`src/dual_servo_pwm_generator_macros.svh`:
```
// Assertion macros shared by the servo PWM generator RTL.
// Standalone header; taken in by the modules that carry checks.
`ifndef DUAL_SERVO_PWM_GENERATOR_MACROS_SVH
`define DUAL_SERVO_PWM_GENERATOR_MACROS_SVH
`ifndef SYNTHESIS
// expression must hold at every clock edge out of reset
`define DSP_ASSERT_ALWAYS(label, clk, rst_n, expr) \
  label: assert property (@(posedge clk) disable iff (!rst_n) (expr)) \
    else $error("dsp check failed");
// consequent must hold in the cycle after the antecedent
`define DSP_ASSERT_NEXT(label, clk, rst_n, ante, cons) \
  label: assert property (@(posedge clk) disable iff (!rst_n) (ante) |=> (cons)) \
    else $error("dsp check failed");
`else
`define DSP_ASSERT_ALWAYS(label, clk, rst_n, expr)
`define DSP_ASSERT_NEXT(label, clk, rst_n, ante, cons)
`endif
`endif

```
`src/dsp_pkg.sv`:
```
// Shared types and constants of the dual servo PWM generator.
// No dependencies; imported by every module of the block.
package dsp_pkg;

  localparam int CNT_W     = 16;   // timer counter width
  localparam int ANG_W     = 16;
  localparam int PRESC_W   = 10;
  localparam int DIVR_W    = 11;
  localparam int Q_DEPTH   = 2;    // front to back queue
  localparam int OUT_W     = 24;   // result beat, padded to bytes
  localparam int PROD_W    = 2 * CNT_W;
  localparam int STEP_W    = $clog2(PROD_W);
  localparam int ADDR_W    = 5;

  localparam logic [DIVR_W-1:0] PRESC_MAX = 11'd1024;

  // configuration register indexes (byte address / 4)
  localparam logic [2:0] REG_PERIOD_TOP   = 3'd0;
  localparam logic [2:0] REG_PULSE_MIN    = 3'd1;
  localparam logic [2:0] REG_PULSE_MAX    = 3'd2;
  localparam logic [2:0] REG_FULL_SCALE   = 3'd3;
  localparam logic [2:0] REG_PRESCALE     = 3'd4;
  localparam logic [2:0] REG_CHAN_ENABLE  = 3'd5;

  localparam logic OP_TICK = 1'b0;
  localparam logic OP_SET  = 1'b1;

  typedef struct packed {
    logic [CNT_W-1:0]  period_top;
    logic [CNT_W-1:0]  pulse_min;
    logic [CNT_W-1:0]  pulse_max;
    logic [ANG_W-1:0]  full_scale;
    logic [DIVR_W-1:0] prescale;
    logic [1:0]        enable;
  } cfg_t;

  typedef struct packed {
    logic             is_set;
    logic             channel;
    logic [ANG_W-1:0] angle;
  } item_t;

  typedef struct packed {
    logic             start;
    logic             ack;
    logic [ANG_W-1:0] angle;
  } wu_req_t;

  typedef struct packed {
    logic             done;
    logic [CNT_W-1:0] width;
  } wu_rsp_t;

  typedef struct packed {
    logic             busy_b;
    logic             busy_a;
    logic [CNT_W-1:0] count_now;
    logic             wrapped;
    logic             pin_b;
    logic             pin_a;
  } result_t;

  typedef enum logic [1:0] {
    WU_IDLE,
    WU_MUL,
    WU_DIV,
    WU_DONE
  } wu_state_t;

  typedef enum logic {
    BK_RUN,
    BK_WAIT
  } bk_state_t;

endpackage

```
`src/dual_servo_pwm_generator.sv`:
```
// Top level of the dual servo PWM generator: configuration registers and wiring.
// Depends on dsp_pkg, dsp_front, dsp_width and dsp_back.
//
// Usage:
//   Input beats arrive on in_t*: in_tuser[0] is the opcode (0 tick, 1 set angle),
//   in_tuser[1] the target channel, in_tdata[15:0] the angle. Every beat yields
//   exactly one result beat on out_t*, in order.
//   Result beat out_tdata, lowest bit up: pin_a, pin_b, wrapped, count_now[15:0],
//   busy_a, busy_b, three zero pad bits.
//   A tick result is registered in the front queue, then in the result register.
//   Throughput: tick beats run at one per cycle while the receiver keeps up and no
//   set-angle beat is in the width unit. A set-angle beat with a non-zero full
//   scale goes through the width unit, a multiply and then a 32-step restoring
//   divide; meanwhile later beats queue in the two-entry front queue and then hold
//   in_tready low. A zero full scale takes the minimum width without the width unit.
//   When the receiver stalls, the result register holds its beat, the back end
//   halts, the queue fills and in_tready drops; no beat is lost.
//   Reset (rst_n low, synchronous) restores the register defaults, clears the
//   timer, prescaler, buffers and pending flags, sets both compares to 2000
//   and empties the queue and the result register.
//   Configuration: APB writes at byte address 4*index, taken on the access
//   cycle; pready is tied high. Write only while the block is idle.
module dual_servo_pwm_generator (
  input  logic                        clk,
  input  logic                        rst_n,
  // in_tdata: angle[15:0]
  input  logic                        in_tvalid,
  output logic                        in_tready,
  input  logic [dsp_pkg::ANG_W-1:0]   in_tdata,
  // in_tuser: opcode, channel
  input  logic [1:0]                  in_tuser,
  // out_tdata: pin_a, pin_b, wrapped, count_now[15:0], busy_a, busy_b, pad
  output logic                        out_tvalid,
  input  logic                        out_tready,
  output logic [dsp_pkg::OUT_W-1:0]   out_tdata,
  input  logic                        cfg_psel,
  input  logic                        cfg_penable,
  input  logic                        cfg_pwrite,
  input  logic [dsp_pkg::ADDR_W-1:0]  cfg_paddr,
  input  logic [31:0]                 cfg_pwdata,
  output logic [31:0]                 cfg_prdata,
  output logic                        cfg_pready
);
  import dsp_pkg::*;

  cfg_t       cfg_r;
  logic       wr_en;
  logic [2:0] reg_idx;
  logic       q_valid, q_pop;
  item_t      q_item;
  wu_req_t    wu_req;
  wu_rsp_t    wu_rsp;

  assign cfg_pready = 1'b1;
  assign wr_en      = cfg_psel && cfg_penable && cfg_pwrite && cfg_pready;
  assign reg_idx    = cfg_paddr[4:2];

  // register file: hold the defaults out of reset, drop writes beyond the list
  always_ff @(posedge clk) begin
    if (!rst_n) begin
      cfg_r.period_top <= 16'd39999;
      cfg_r.pulse_min  <= 16'd2000;
      cfg_r.pulse_max  <= 16'd4000;
      cfg_r.full_scale <= 16'd180;
      cfg_r.prescale   <= 11'd8;
      cfg_r.enable     <= 2'd0;
    end else if (wr_en) begin
      unique case (reg_idx)
        REG_PERIOD_TOP:  cfg_r.period_top <= cfg_pwdata[CNT_W-1:0];
        REG_PULSE_MIN:   cfg_r.pulse_min  <= cfg_pwdata[CNT_W-1:0];
        REG_PULSE_MAX:   cfg_r.pulse_max  <= cfg_pwdata[CNT_W-1:0];
        REG_FULL_SCALE:  cfg_r.full_scale <= cfg_pwdata[ANG_W-1:0];
        REG_PRESCALE:    cfg_r.prescale   <= cfg_pwdata[DIVR_W-1:0];
        REG_CHAN_ENABLE: cfg_r.enable     <= cfg_pwdata[1:0];
        default: ;
      endcase
    end
  end

  always_comb begin
    unique case (reg_idx)
      REG_PERIOD_TOP:  cfg_prdata = 32'(cfg_r.period_top);
      REG_PULSE_MIN:   cfg_prdata = 32'(cfg_r.pulse_min);
      REG_PULSE_MAX:   cfg_prdata = 32'(cfg_r.pulse_max);
      REG_FULL_SCALE:  cfg_prdata = 32'(cfg_r.full_scale);
      REG_PRESCALE:    cfg_prdata = 32'(cfg_r.prescale);
      REG_CHAN_ENABLE: cfg_prdata = 32'(cfg_r.enable);
      default:         cfg_prdata = '0;
    endcase
  end

  // front: take and classify beats, queue them
  dsp_front u_front (
    .clk       (clk),
    .rst_n     (rst_n),
    .in_tvalid (in_tvalid),
    .in_tready (in_tready),
    .in_tdata  (in_tdata),
    .in_tuser  (in_tuser),
    .q_valid   (q_valid),
    .q_item    (q_item),
    .q_pop     (q_pop)
  );

  // shared multiply and serial divide for set-angle beats
  dsp_width u_width (
    .clk   (clk),
    .rst_n (rst_n),
    .cfg   (cfg_r),
    .req   (wu_req),
    .rsp   (wu_rsp)
  );

  // back: timer, compares and the result register
  dsp_back u_back (
    .clk        (clk),
    .rst_n      (rst_n),
    .cfg        (cfg_r),
    .q_valid    (q_valid),
    .q_item     (q_item),
    .q_pop      (q_pop),
    .wu_req     (wu_req),
    .wu_rsp     (wu_rsp),
    .out_tvalid (out_tvalid),
    .out_tready (out_tready),
    .out_tdata  (out_tdata)
  );
endmodule

```
`src/dsp_front.sv`:
```
// Front end: accepts input beats, classifies them and queues them for the back end.
// Depends on dsp_pkg.
`include "dual_servo_pwm_generator_macros.svh"
module dsp_front (
  input  logic                       clk,
  input  logic                       rst_n,
  input  logic                       in_tvalid,
  output logic                       in_tready,
  input  logic [dsp_pkg::ANG_W-1:0]  in_tdata,
  input  logic [1:0]                 in_tuser,
  output logic                       q_valid,
  output dsp_pkg::item_t             q_item,
  input  logic                       q_pop
);
  import dsp_pkg::*;

  localparam int QP_W = (Q_DEPTH > 1) ? $clog2(Q_DEPTH) : 1;
  localparam logic [QP_W:0] FULL = (QP_W + 1)'(Q_DEPTH);

  item_t           q_r [Q_DEPTH];
  logic [QP_W-1:0] wp_r, wp_nxt, rp_r, rp_nxt;
  logic [QP_W:0]   cnt_r, cnt_nxt;
  logic            push;

  assign in_tready = (cnt_r != FULL);
  assign push      = in_tvalid && in_tready;
  assign q_valid   = (cnt_r != '0);
  assign q_item    = q_r[rp_r];

  always_comb begin
    wp_nxt  = wp_r;
    rp_nxt  = rp_r;
    cnt_nxt = cnt_r;
    if (push) begin
      wp_nxt = (wp_r == QP_W'(Q_DEPTH - 1)) ? '0 : wp_r + 1'b1;
    end
    if (q_pop) begin
      rp_nxt = (rp_r == QP_W'(Q_DEPTH - 1)) ? '0 : rp_r + 1'b1;
    end
    if (push && !q_pop) begin
      cnt_nxt = cnt_r + 1'b1;
    end else if (!push && q_pop) begin
      cnt_nxt = cnt_r - 1'b1;
    end
  end

  always_ff @(posedge clk) begin
    if (!rst_n) begin
      wp_r  <= '0;
      rp_r  <= '0;
      cnt_r <= '0;
    end else begin
      wp_r  <= wp_nxt;
      rp_r  <= rp_nxt;
      cnt_r <= cnt_nxt;
    end
  end

  // classify: opcode marks a set-angle beat
  always_ff @(posedge clk) begin
    if (push) begin
      q_r[wp_r].is_set  <= (in_tuser[0] == OP_SET);
      q_r[wp_r].channel <= in_tuser[1];
      q_r[wp_r].angle   <= in_tdata;
    end
  end

  `DSP_ASSERT_ALWAYS(a_fr_no_overfill, clk, rst_n, cnt_r <= FULL)
  `DSP_ASSERT_ALWAYS(a_fr_pop_needs_item, clk, rst_n, !q_pop || q_valid)
endmodule

```
`src/dsp_width.sv`:
```
// Pulse width unit: one multiply, then a bit-serial restoring divide by full scale.
// Depends on dsp_pkg.
`include "dual_servo_pwm_generator_macros.svh"
module dsp_width (
  input  logic              clk,
  input  logic              rst_n,
  input  dsp_pkg::cfg_t     cfg,
  input  dsp_pkg::wu_req_t  req,
  output dsp_pkg::wu_rsp_t  rsp
);
  import dsp_pkg::*;

  wu_state_t          state_r, state_nxt;
  logic [ANG_W-1:0]   ang_r;
  logic [CNT_W-1:0]   mag_r;
  logic               neg_r;
  logic [PROD_W-1:0]  quo_r;
  logic [ANG_W-1:0]   rem_r;
  logic [STEP_W-1:0]  step_r;
  logic [ANG_W:0]     trial;
  logic               fits;
  logic               in_idle, in_mul, in_div;

  always_comb begin
    state_nxt = state_r;
    unique case (state_r)
      WU_IDLE: if (req.start) state_nxt = WU_MUL;
      WU_MUL:  state_nxt = WU_DIV;
      WU_DIV:  if (step_r == STEP_W'(PROD_W - 1)) state_nxt = WU_DONE;
      WU_DONE: if (req.ack) state_nxt = WU_IDLE;
      default: state_nxt = WU_IDLE;
    endcase
  end

  always_comb begin
    in_idle  = 1'b0;
    in_mul   = 1'b0;
    in_div   = 1'b0;
    rsp.done = 1'b0;
    unique case (state_r)
      WU_IDLE: in_idle  = 1'b1;
      WU_MUL:  in_mul   = 1'b1;
      WU_DIV:  in_div   = 1'b1;
      WU_DONE: rsp.done = 1'b1;
      default: in_idle  = 1'b1;
    endcase
    // quotient never exceeds the span magnitude, so its low half is exact
    rsp.width = neg_r ? cfg.pulse_min - quo_r[CNT_W-1:0]
                      : cfg.pulse_min + quo_r[CNT_W-1:0];
  end

  always_ff @(posedge clk) begin
    if (!rst_n) begin
      state_r <= WU_IDLE;
    end else begin
      state_r <= state_nxt;
    end
  end

  assign trial = {rem_r, quo_r[PROD_W-1]};
  assign fits  = (trial >= {1'b0, cfg.full_scale});

  always_ff @(posedge clk) begin
    if (in_idle && req.start) begin
      // saturate the angle and split the span into sign and magnitude
      ang_r <= (req.angle > cfg.full_scale) ? cfg.full_scale : req.angle;
      neg_r <= (cfg.pulse_max < cfg.pulse_min);
      mag_r <= (cfg.pulse_max < cfg.pulse_min) ? cfg.pulse_min - cfg.pulse_max
                                               : cfg.pulse_max - cfg.pulse_min;
    end
    if (in_mul) begin
      quo_r  <= PROD_W'(mag_r) * PROD_W'(ang_r);
      rem_r  <= '0;
      step_r <= '0;
    end
    if (in_div) begin
      rem_r  <= fits ? ANG_W'(trial - {1'b0, cfg.full_scale}) : trial[ANG_W-1:0];
      quo_r  <= {quo_r[PROD_W-2:0], fits};
      step_r <= step_r + 1'b1;
    end
  end

  `DSP_ASSERT_NEXT(a_wu_start_from_idle, clk, rst_n, req.start, $past(state_r) == WU_IDLE)
  `DSP_ASSERT_NEXT(a_wu_done_holds, clk, rst_n, rsp.done && !req.ack, rsp.done)
endmodule

```
`src/dsp_back.sv`:
```
// Back end: prescaler, timer, buffered compares and the registered result beat.
// Depends on dsp_pkg; drives the width unit through wu_req_t / wu_rsp_t.
`include "dual_servo_pwm_generator_macros.svh"
module dsp_back (
  input  logic                      clk,
  input  logic                      rst_n,
  input  dsp_pkg::cfg_t             cfg,
  input  logic                      q_valid,
  input  dsp_pkg::item_t            q_item,
  output logic                      q_pop,
  output dsp_pkg::wu_req_t          wu_req,
  input  dsp_pkg::wu_rsp_t          wu_rsp,
  output logic                      out_tvalid,
  input  logic                      out_tready,
  output logic [dsp_pkg::OUT_W-1:0] out_tdata
);
  import dsp_pkg::*;

  localparam logic [CNT_W-1:0] CMP_RESET = 16'd2000;

  bk_state_t          state_r, state_nxt;
  logic [PRESC_W-1:0] presc_r, presc_nxt;
  logic [CNT_W-1:0]   cnt_r, cnt_nxt;
  logic [CNT_W-1:0]   cmp_a_r, cmp_a_nxt, cmp_b_r, cmp_b_nxt;
  logic [CNT_W-1:0]   buf_a_r, buf_a_nxt, buf_b_r, buf_b_nxt;
  logic               pend_a_r, pend_a_nxt, pend_b_r, pend_b_nxt;
  logic               wait_ch_r;
  logic               out_valid_r;
  result_t            out_r, res;

  logic               slot_free, fs_zero, do_tick, do_set_now, do_set_late, emit;
  logic               set_ch, step, wrap;
  logic [CNT_W-1:0]   set_w;
  logic [DIVR_W-1:0]  div_eff;

  assign slot_free = !out_valid_r || out_tready;
  assign fs_zero   = (cfg.full_scale == '0);

  always_comb begin
    state_nxt = state_r;
    unique case (state_r)
      BK_RUN:  if (q_valid && slot_free && q_item.is_set && !fs_zero) state_nxt = BK_WAIT;
      BK_WAIT: if (wu_rsp.done && slot_free) state_nxt = BK_RUN;
      default: state_nxt = BK_RUN;
    endcase
  end

  always_comb begin
    q_pop        = 1'b0;
    wu_req.ack   = 1'b0;
    unique case (state_r)
      BK_RUN:  q_pop      = q_valid && slot_free;
      BK_WAIT: wu_req.ack = wu_rsp.done && slot_free;
      default: q_pop      = 1'b0;
    endcase
    wu_req.start = q_pop && q_item.is_set && !fs_zero;
    wu_req.angle = q_item.angle;
  end

  assign do_tick     = q_pop && !q_item.is_set;
  assign do_set_now  = q_pop && q_item.is_set && fs_zero;
  assign do_set_late = wu_req.ack;
  assign emit        = do_tick || do_set_now || do_set_late;
  assign set_ch      = do_set_now ? q_item.channel : wait_ch_r;
  assign set_w       = do_set_now ? cfg.pulse_min : wu_rsp.width;

  always_comb begin
    if (cfg.prescale == '0) begin
      div_eff = DIVR_W'(1);
    end else if (cfg.prescale > PRESC_MAX) begin
      div_eff = PRESC_MAX;
    end else begin
      div_eff = cfg.prescale;
    end
  end

  assign step = ({1'b0, presc_r} + DIVR_W'(1)) >= div_eff;
  assign wrap = do_tick && step && (cnt_r >= cfg.period_top);

  always_comb begin
    presc_nxt  = presc_r;
    cnt_nxt    = cnt_r;
    cmp_a_nxt  = cmp_a_r;
    cmp_b_nxt  = cmp_b_r;
    buf_a_nxt  = buf_a_r;
    buf_b_nxt  = buf_b_r;
    pend_a_nxt = pend_a_r;
    pend_b_nxt = pend_b_r;
    if (do_tick) begin
      if (step) begin
        presc_nxt = '0;
        if (wrap) begin
          cnt_nxt = '0;
          if (pend_a_r) begin
            cmp_a_nxt  = buf_a_r;
            pend_a_nxt = 1'b0;
          end
          if (pend_b_r) begin
            cmp_b_nxt  = buf_b_r;
            pend_b_nxt = 1'b0;
          end
        end else begin
          cnt_nxt = cnt_r + 1'b1;
        end
      end else begin
        presc_nxt = presc_r + 1'b1;
      end
    end else if (do_set_now || do_set_late) begin
      if (set_ch) begin
        buf_b_nxt  = set_w;
        pend_b_nxt = 1'b1;
      end else begin
        buf_a_nxt  = set_w;
        pend_a_nxt = 1'b1;
      end
    end
  end

  always_comb begin
    res.pin_a     = cfg.enable[0] && (cnt_nxt <= cmp_a_nxt);
    res.pin_b     = cfg.enable[1] && (cnt_nxt <= cmp_b_nxt);
    res.wrapped   = wrap;
    res.count_now = cnt_nxt;
    res.busy_a    = pend_a_nxt;
    res.busy_b    = pend_b_nxt;
  end

  always_ff @(posedge clk) begin
    if (!rst_n) begin
      state_r     <= BK_RUN;
      presc_r     <= '0;
      cnt_r       <= '0;
      cmp_a_r     <= CMP_RESET;
      cmp_b_r     <= CMP_RESET;
      buf_a_r     <= '0;
      buf_b_r     <= '0;
      pend_a_r    <= 1'b0;
      pend_b_r    <= 1'b0;
      out_valid_r <= 1'b0;
    end else begin
      state_r  <= state_nxt;
      presc_r  <= presc_nxt;
      cnt_r    <= cnt_nxt;
      cmp_a_r  <= cmp_a_nxt;
      cmp_b_r  <= cmp_b_nxt;
      buf_a_r  <= buf_a_nxt;
      buf_b_r  <= buf_b_nxt;
      pend_a_r <= pend_a_nxt;
      pend_b_r <= pend_b_nxt;
      if (emit) begin
        out_valid_r <= 1'b1;
      end else if (out_tready) begin
        out_valid_r <= 1'b0;
      end
    end
  end

  always_ff @(posedge clk) begin
    if (wu_req.start) begin
      wait_ch_r <= q_item.channel;
    end
    if (emit) begin
      out_r <= res;
    end
  end

  assign out_tvalid = out_valid_r;
  assign out_tdata  = OUT_W'(out_r);

  `DSP_ASSERT_ALWAYS(a_bk_no_pop_while_wait, clk, rst_n, !(state_r == BK_WAIT && q_pop))
  `DSP_ASSERT_ALWAYS(a_bk_emit_needs_slot, clk, rst_n, !emit || slot_free)
  `DSP_ASSERT_NEXT(a_bk_cmp_only_on_wrap, clk, rst_n, !wrap,
                   cmp_a_r == $past(cmp_a_r) && cmp_b_r == $past(cmp_b_r))
endmodule

```
`config.mk`:
```
export PLATFORM = sky130hd
export DESIGN_NAME = dual_servo_pwm_generator
export DESIGN_NICKNAME = d
export VERILOG_FILES = /design/src/dsp_pkg.sv /design/src/dual_servo_pwm_generator.sv /design/src/dsp_front.sv /design/src/dsp_width.sv /design/src/dsp_back.sv
export VERILOG_INCLUDE_DIRS = /design/src /design/src/src
export SDC_FILE = /design/constraint.sdc
export NUM_CORES = 1
export LEC_CHECK = 0
export BUFFER_PORTS_ARGS = -buffer_cell sky130_fd_sc_hd__buf_2
export CORE_UTILIZATION = 45
export DETAILED_ROUTE_END_ITERATION = 10
export SLEW_MARGIN = 20
export SYNTH_ARGS = -nofsm -noshare
export SYNTH_HDL_FRONTEND = slang
export SYNTH_HIERARCHICAL = 1
export SYNTH_SLANG_ARGS = --single-unit
```
`constraint.sdc`:
```
create_clock -name clk -period 10.41 [get_ports clk]
set_input_delay 1.041 -clock clk [delete_from_list [all_inputs] [get_ports clk]]
set_output_delay 1.041 -clock clk [all_outputs]
set_load 0.005 [all_outputs]
```
## Yosys cells after proc, flatten, opt, wreduce, memory -nomap -nowiden

Memory sizes are Yosys's and may differ from the RTL's. A register that Yosys moved wholly into a read port is not among the register bits.
Index checks and enable logic that the tools add are counted.

| word-level totals | value |
|---|---|
| register bits | 285 |
| bits in latches | 0 |
| memory bits (writable) | 36 |
| bits in read-only memories | 0 |
| bits of input ports | 62 |
| output and inout bits | 59 |
| logic and storage cells | 176 |
| memories | 1 |

| cells by class | value |
|---|---|
| add/sub/neg operators | 13 |
| multipliers | 1 |
| div/mod/pow operators | 0 |
| order comparisons | 8 |
| equality and inequality tests | 13 |
| shift-type cells | 0 |
| muxes and demuxes | 60 |
| bitwise gates (word level) | 3 |
| reductions and logical operators | 44 |

Memories:

| name | depth | width | rd ports | clocked after memory_dff | wr ports | line | text |
|---|---|---|---|---|---|---|---|
| u_front.q_r | 2 | 18 | 1 | 1 | 1 | dsp_front.sv:20 | `item_t q_r [Q_DEPTH];` |

Operators with widths:

| cell | count |
|---|---|
| 16-bit two-way mux | 18 |
| 16-bit case mux with 6 select lines | 1 |
| 32-bit two-way mux | 2 |
| 16-bit subtractor | 4 |
| 16-bit less-or-equal comparator | 2 |
| 16-bit by 16-bit multiplier with 32-bit output | 1 |
| 1-bit two-way mux | 27 |
| 11-bit two-way mux | 2 |
| 1-bit logical AND | 18 |
| 17-bit by 16-bit greater-or-equal comparator with 1-bit output | 1 |
| 16-bit by 1-bit adder with 16-bit output (second input constant) | 1 |
| 16-bit adder | 1 |
| 16-bit greater-or-equal comparator | 1 |
| 16-bit > comparator | 1 |
| 16-bit logical NOT | 1 |
| 16-bit less-than comparator | 1 |
| 2-bit AND reduction | 6 |
| 10-bit by 1-bit adder with 11-bit output (second input constant) | 1 |
| 11-bit greater-or-equal comparator | 1 |
| 11-bit > comparator (second input constant) | 1 |
| 11-bit logical NOT | 1 |
| 10-bit by 1-bit adder with 10-bit output (second input constant) | 1 |
| 10-bit two-way mux | 1 |
| 2-bit two-way mux | 5 |
| 22 further kinds | 43 |

## Longest topological paths before layout

Gate-level depths: netlist of the first run.

| depth | value |
|---|---|
| depth in word-level cells | 12 |
| gate-level depth with buffers | 22 |
| depth with buffers taken out | 21 |

## By module

Netlist of the first run, hierarchy kept.

By module, submodules not included:

| module | instances | cells an instance | area an instance (um2) | sequential area each (um2) |
|---|---|---|---|---|
| dsp_width | 1 | 1799 | 16125.5 | 2622.5 |
| dsp_back | 1 | 773 | 7128.1 | 2542.4 |
| dual_servo_pwm_generator | 1 | 403 | 3792.4 | 1541.5 |
| dsp_front | 1 | 80 | 1537.7 | 1181.1 |

## Least setup slack after synthesis of the first run

OpenSTA, ideal clock, no wires.

| timing | value |
|---|---|
| path type | reg2reg |
| from | register u_width.ang_r[9] |
| to | register u_width.quo_r[24], data pin |
| setup time | 260 ps |
| arrival | 5856 ps |
| required time | 10150 ps |
| setup slack | 4294 ps |
| cell stages (with the launch flop) | 23 |
| path buffers | 2 |
| clock period less this slack | 6116 ps |
| path through | edfxtp_1 -> clkbuf_1 -> nand2_1 -> fa_1 -> inv_1 -> fa_1 -> inv_1 -> fa_1 -> inv_1 -> fa_1 -> fa_1 -> inv_1 -> fa_1 -> inv_1 -> ha_1 -> clkbuf_1 -> and4_1 -> a41oi_1 -> o221ai_1 -> o31ai_1 -> nand2_1 -> xor2_1 -> mux2_2 |

| on the way | value |
|---|---|
| word-level cells in the longest chain between the ends | 3 |

Ends and longest elaborated chain:

| item | line | text |
|---|---|---|
| start, declared | dsp_width.sv:14 | `logic [ANG_W-1:0] ang_r;` |
| start signal, assigned | dsp_width.sv:66 | `ang_r <= (req.angle > cfg.full_scale) ? cfg.full_scale : req.angle;` |
| 16-bit by 16-bit multiplier with 32-bit output | dsp_width.sv:72 | `quo_r <= PROD_W'(mag_r) * PROD_W'(ang_r);` |
| 32-bit two-way mux | dsp_width.sv:71 | `if (in_mul) begin` |
| 32-bit two-way mux | dsp_width.sv:76 | `if (in_div) begin` |
| end signal, assigned | dsp_width.sv:72 |  |
| end signal, assigned | dsp_width.sv:78 | `quo_r <= {quo_r[PROD_W-2:0], fits};` |
| end, declared | dsp_width.sv:17 | `logic [PROD_W-1:0] quo_r;` |

Every way passes these cells. The select of a mux whose other input is x is not followed.
A chain may end at the register's enable or synchronous reset.

## Worst setup path in the final report of the first run

| timing | value |
|---|---|
| from | register u_width.ang_r[7] |
| to | register u_width.quo_r[24], data pin |

Same word-level chain as after synthesis.

==> results list, run 1 <==
- The flow ran to the end, and the final reports show no timing, DRC or antenna violations.
* Netlist Area Pre-Place: approximately 0.029 sq mm
* Startpoint of the tightest hold check path: u_back/cmp_a_r[0]
- Number of failing hold endpoints at the final stage: 0
- The count of cells in the finished layout, fillers not included, comes to 3901.
* Hold Buf Count CTS: 0
- The library cell used most frequently in the layout, excluding fill and tap cells, is nand2_1.
- The number of setup buffers added after CTS is 0.
* Setup repair after global routing missed its margin: false
- Final Core Density: 48.3%
- Number of global-route vias before repair: around 22000
- # H-tree levels: 2
- Sequential standard cell area: 0.00789 sq mm
- Last weighted congestion value of the routability-driven placer: a little under 0.9
- Detailed-route wire length per cell: 19.2 um
- The first detailed-routing pass took 5 iterations.
- On the final layout, the worst hold slack is 460 ps.
- After global routing the overflow that remains totals 0.
- The layout has 6001 filler cells.
- Die W: 254 um
* Initial detailed-routing violation count: 1288
- Compared with the post-synthesis result, the final layout area differs by 6.47%.
- Ports: 121
* Flop and latch count out of synthesis: ~320
- Row generation in the floorplan step produced 92 rows.
- Hold Path End: u_back/cmp_a_r[0]
* Dominant register cell in the synthesized netlist: dfxtp_1
* Diodes inserted: 0
* CTS sink count: around 320
* Critical-path cell with the highest stage delay: edfxtp_1
* Area occupied by multi-input gates: between 0.015 and 0.02 sq mm
- Setup crit end kind: register
* Pins over their slew limit: 0
* Total core area: around 0.063 sq mm
- Once detailed placement completed, the half-perimeter wirelength came to between 50 and 60 mm.
* Total Negative Setup Slacks: 0 ps
- Share of synthesized registers carrying an async set or reset: 0%
- For this run, the top clock speed supported by timing is between 100 and 150 MHz.
- Wire length of the first global-routing pass: approximately 120 mm
* Clock tree skew after final layout: 33.5 ps
* Seq/Total Area, Yosys: 27.6%
- Entering global routing, the biggest net connects 82 pins.
- In the global route stage, overall resource usage came out at 23.4%.
- Averaged over all synthesized cells, the footprint is between 9 and 10 sq um.
- Class of the tightest hold or removal check: reg2reg
- Proportion of layout cells with a drive suffix above 1: 8.77%
- Of all nets on the critical path, the largest fanout is 16.
- Number of nets in the layout: 3539
- Length in cells of the worst reg-to-reg path: 20
* Vias after detailed routing: between 20000 and 25000
- Crit path required time: between 10000 and 15000 ps
- In this run the critical register-to-register path is captured at u_width/quo_r[24].
- The synthesized design contains 144 enable-type register cells.
- In the layout the commonest cells are nand2_1, inv_1, ha_1.
- Minimum clock period: 6940 ps
* Synthesis warning total: 6
- Once the floorplan was initialized, standard cells occupied about 45% of the core.
- R2r startpoint: u_width/ang_r[7]
- Data arrival time at the worst-slack endpoint: 7240 ps
- The floorplan step defined a die boundary enclosing 0.0645 sq mm.
- Final Setup Violations: 0
* # placed instances: approximately 3800
* Count of input and output buffers: 82
* Slew margin rel.: between 20% and 30%
- In this run the deepest clock path goes through 3 buffers.
- Number of routed nets with antenna violations: 0
* Top cell by count, worst path: fa_1
- Critical Path Max Stage Delay: 970 ps
* Total of max-cap violations: 0
* Die Span Y: 254 um
- Dividing the detail-routed via count by the number of cells gives around 5.6.
- The worst hold path passes through 2 cells.
- The final critical path takes up 66.7% of the cycle.
- The cell count after synthesis came out at 3055.
* Drt total wl: 74.8 mm
- The number of gates resized after CTS was 0.
* Cell breakdown of the critical path: nand2_1 > fa_1 > inv_1 > fa_1 > inv_1 > fa_1 > inv_1 > fa_1 > fa_1 > inv_1 > fa_1 > inv_1 > ha_1 > and4_1 > a41oi_1 > o221ai_1 > o31ai_1 > nand2_1 > xor2_1 > mux2_2
- Crit start category: register
- Count of distinct cell types in the synthesized netlist: 98
- The initial antenna violation count was 1.
- At the pin with the least slew margin, the transition time is roughly 1100 ps.
- After clock tree synthesis, the clock-pin slew on the worst setup and hold paths is about 60 ps.
- The critical path in this run is classified as reg2reg.
- TritonCTS built the clock tree.
- Number of buffers inserted during clock tree synthesis: 37
- CTS root buffer: clkbuf_16
- At the later pin of the worst-skew pair, clock insertion delay measures 570 ps.
- Drc violations: 0
- In this run the register-to-register setup slack is 3470 ps.
-- synth_stat cells (all sizes together), types with 24 or more instances --
cell type / instances / area (sq um)
o21ai: 112 / 561
a31oi: 24 / 150
nor2: 126 / 492
xnor2: 64 / 561
and3: 26 / 168
a21oi: 106 / 534
nor3: 32 / 160
edfxtp: 144 / 4320
a211oi: 50 / 475
xor2: 25 / 219
fa: 198 / 3960
clkbuf: 99 / 372
buf: 85 / 633
o211ai: 35 / 268
ha: 251 / 3140
inv: 361 / 1360
mux2i: 153 / 1530
nor2b: 42 / 263
a21o: 48 / 362
nand2: 364 / 1370
and2: 136 / 852
nand4: 46 / 300
nand3: 47 / 235
dfxtp: 178 / 3560
mux2: 47 / 529
o21a: 37 / 278
-- through the flow --
step	worst slack (ps)	cell area (sq um)
floorplan	4290	28600
global placement	3610	29300
detailed placement	3550	29300
CTS	3520	30400
global route	3090	30400
finish	3470	30400
-- worst max path at each step --
stage	startpoint	endpoint
2_1_floorplan	u_width/ang_r[9]	u_width/quo_r[24]
3_3_place_gp	u_width/mag_r[5]	u_width/quo_r[24]
3_5_place_dp	u_width/mag_r[5]	u_width/quo_r[24]
4_1_cts	u_width/mag_r[5]	u_width/quo_r[24]
5_1_grt	u_width/ang_r[7]	u_width/quo_r[28]
6_report	u_width/ang_r[7]	u_width/quo_r[24]
-- per-layer routing --
layer,up-vias,global-route usage (%),wire length [um]
met3,109,2.79,3460
li1,10400,-,-
met5,-,0,10
met1,10800,32.4,34300
met2,516,38.5,35200
met4,2,6.44,1840
-- kinds of logic (layout without fill, tap and decap cells) --
group	Yosys count	after routing	share of synthesized area, %
AO/OA/AOI/OAI	543	543	13.3
XOR/XNOR	89	89	2.73
adder cells (fa/ha/maj)	449	449	24.9
buffers and inverters	546	529	8.27
flip-flops	322	322	27.6
multiplexers	205	205	7.60
other	3	20	0.0394
AND/OR/NAND/NOR	898	898	15.6
-- worst max-delay path, delay by kind of cell (launching register included) --
| family | cells | cell delay [ps] |
|---|---|---|
| AOI/OAI and AO/OA | 3 | 900 |
| xor gates and xnor gates | 1 | 160 |
| adders and majority gates | 7 | 3510 |
| buffers and inverters | 5 | 270 |
| DFF | 1 | 970 |
| muxes | 1 | 270 |
| and+or+nand+nor | 3 | 590 |
-- sequential cells by signal (all words and copies together) (netlist names), 5 cells and up, named ones only --
name              flops
u_back/cmp_a_r       16
u_back/cnt_r         16
u_back/presc_r       10
u_back/out_tdata     21
u_width/rem_r        16
u_width/quo_r        32
u_width/step_r        5
u_back/buf_a_r       16
u_front/q_r          36
cfg_r                77
u_back/cmp_b_r       16
u_width/ang_r        16
u_width/mag_r        16
u_back/buf_b_r       16
-- cell type report --
type	instances	share of cell area, %
Clock buffer	51	3.38
Clock inverter	15	0.465
Inverter	362	4.46
Multi-Input combinational cell	2204	60.5
Sequential cell	322	25.9
Tap cell	846	3.48
Timing Repair Buffer	101	1.83
Power of run 1 is left out: the tool's default activity adds up to more than one toggle a clock period on the data nets, which glitch-free logic cannot reach.
==> inputs of run 2 (changes only) <==
- clock period: 10.41 -> 6.5 ns (I/O delays scaled with it)
==> results list, run 2 (synthesized netlist as in run 1, its figures left out) <==
- Number of buffers inserted during clock tree synthesis: 38 (+2.7%)
- The count of input and output buffers came to 82 (unchanged).
- Overall routing resource usage: 24.1% (+0.65 points)
- Busiest layer in global routing: met2
- The library cells used most frequently in the layout, excluding fill and tap cells, are nand2_1, inv_1, ha_1.
- The met2 track utilization from global routing came to 39.3% (+0.87 points).
- The normalized max-slew margin came to 28.4% (+1.3 points).
- The remaining antenna violation count was 0 (unchanged).
* Delay-heaviest family, CP: adder cells
- The layout net count came to 3631 (+2.6%).
* Number of cell rows: 92 (unchanged)
- Pins over their slew limit: 0 (unchanged)
- The maximum clock path buffer count is 3 (unchanged).
* Layout-stage area growth over the synthesis result: 9.65%
- The cell that appears most often on the critical path is fa_1.
- The maximum number of pins on one net before global-route repair was 102 (+24%).
- DRT Pass-1 Iters: 5 (unchanged)
- Wire length of the first global-routing pass: 122 mm (+2.6%)
* Critical Path Max Stage Delay: 560 ps (-410 ps)
- Initial detailed-routing violation count: 1375 (+6.8%)
- Final Setup Violations: 0 (unchanged)
* # H-tree levels: 2 (unchanged)
- The setup path with the least slack is of type reg2reg.
* Critical-path cell with the highest stage delay: fa_1
- Data arrival time at the worst-slack endpoint: 6560 ps (-680 ps)
- The horizontal die dimension was 254 um (unchanged).
- Met3 Usage GRT: 2.53% (-0.26 points)
* Die Span Y: 254 um (unchanged)
* Cell breakdown of the critical path: buf_4 > and2_1 > fa_1 > inv_1 > fa_1 > inv_1 > fa_1 > fa_1 > fa_1 > inv_1 > fa_1 > inv_1 > ha_1 > a21o_1 > buf_4 > a31oi_1 > o221ai_1 > o31ai_1 > buf_4 > nand2_1 > xor2_1 > mux2_2
* Layout Cell Area excl Fill: 0.0313 sq mm (+3.0%)
- The number of buffer and inverter instances along the worst setup path is 7 (+2).
* Gr ovfl total: 0 (unchanged)
- The flip-flop count of the largest register, all copies and words added was 77 (unchanged).
* Crit path required time: 6780 ps (-3930 ps)
- The share of the clock period used by the worst path is 96.7% (+30 points).
- The final routed wire length divided by cell count came to 19.0 um (-0.70%).
- The worst hold path belongs to the class in2reg.
- Proportion of layout cells with a drive suffix above 1: 11.7% (+3.0 points)
* Floorplan die area: 0.0645 sq mm (unchanged)
* Vias after detailed routing: 22200 (+1.8%)
* Number of global-route vias before repair: 22200 (+0.90%)
* Number of failing hold endpoints at the final stage: 0 (unchanged)
* Fill cells: 5966 (-0.58%)
* Total core area: 0.0630 sq mm (unchanged)
- Average vias per placed instance: 5.56 (-0.55%)
- TritonCTS built the clock tree.
- CTS sink count: 322 (unchanged)
- The maximum achievable frequency is 159 MHz (+10%).
* Last weighted congestion value of the routability-driven placer: 0.938 (+6.0%)
- Ports: 121 (unchanged)
- Registers with the most flip-flops: cfg_r (77), u_front/q_r (36), u_width/quo_r (32)
- The initial antenna violation count was 2 (+1).
* Clock-pin slew on the worst setup and hold paths: 60 ps (about the same)
- The effective utilization at floorplan was 45.4% (unchanged).
- The count of maximum capacitance violations is 0 (unchanged).
* Drt total wl: 76.1 mm (+1.6%)
- The slew at the pin closest to its max-slew limit came to 1070 ps (-19.2 ps).
* Largest register by flop count: cfg_r
* Crit start category: register
- Instance area at placement: 0.0299 sq mm (+2.3%)
- The placed wire-length estimate after detailed placement was 59.7 mm (+4.8%).
- Commonest non-fill, non-tap cell in the layout: nand2_1
* Hold_ws: 269 ps (-191 ps)
- The run finished with clean final reports.
* Peak fanout along the critical path: 4 (-12)
- Minimum clock period: 6280 ps (-656 ps)
- CTS root buffer: clkbuf_16
* Met1 demand-to-capacity share in global routing: 33.9% (+1.5 points)
- Clock insertion delay at the later pin of the skew report: 570 ps (about the same)
- Setup crit end kind: register
- The clock skew after layout was 39.4 ps (+5.86 ps).
- The number of remaining DRC errors was 0 (unchanged).
==> run 2: cell type report <==
cell class                      count  area (sq um)  area share (%)
Multi-Input combinational cell   2204         18400            58.9
Sequential cell                   322          7890            25.2
Timing Repair Buffer              192          1380            4.41
Inverter                          362          1360            4.34
Clock buffer                       56          1120            3.58
Tap cell                          846          1060            3.38
Clock inverter                     10          82.6           0.263
Antenna cell                        1          2.50         0.00798
==> run 2: timing repair <==
| item | 4_1_cts | 5_1_grt |
|---|---|---|
| hold buffers | 0 | 0 |
| buffers inserted | 0 | 13 |
| gates resized for setup | 0 | 18 |
| setup endpoints to repair | 0 | 14 |
==> run 2: through the flow <==
stage,utilization (%),std cells,setup TNS [ps],setup WS (ps)
after global placement,47.5,3913,0,65.3
after detailed placement,47.5,3913,0,108
final,49.8,3993,0,216
after floorplan,-,3072,0,384
after global routing,49.8,3992,-17.4,-17.4
after CTS,49.4,3979,0,85.8
==> run 2: worst paths after layout <==
path | start | to | slack, ps | cells past startpoint
hold reg to reg | u_back/cmp_b_r[5] | u_back/cmp_b_r[5] | 460 | 2
setup reg to reg | u_width/mag_r[5] | u_width/quo_r[24] | 220 | 22
hold / removal | in_tdata[15] | u_front/q_r[1][15] | 270 | 1
setup / recovery | u_width/mag_r[5] | u_width/quo_r[24] | 220 | 22
==> run 2: per-layer routing <==
layer	part of all wire, %	vias up
met3	4.9	103
met4	2.1	2
met5	0.017	-
met1	46	11000
met2	47	574
li1	-	10500
Power of run 2 is left out for the same reason.
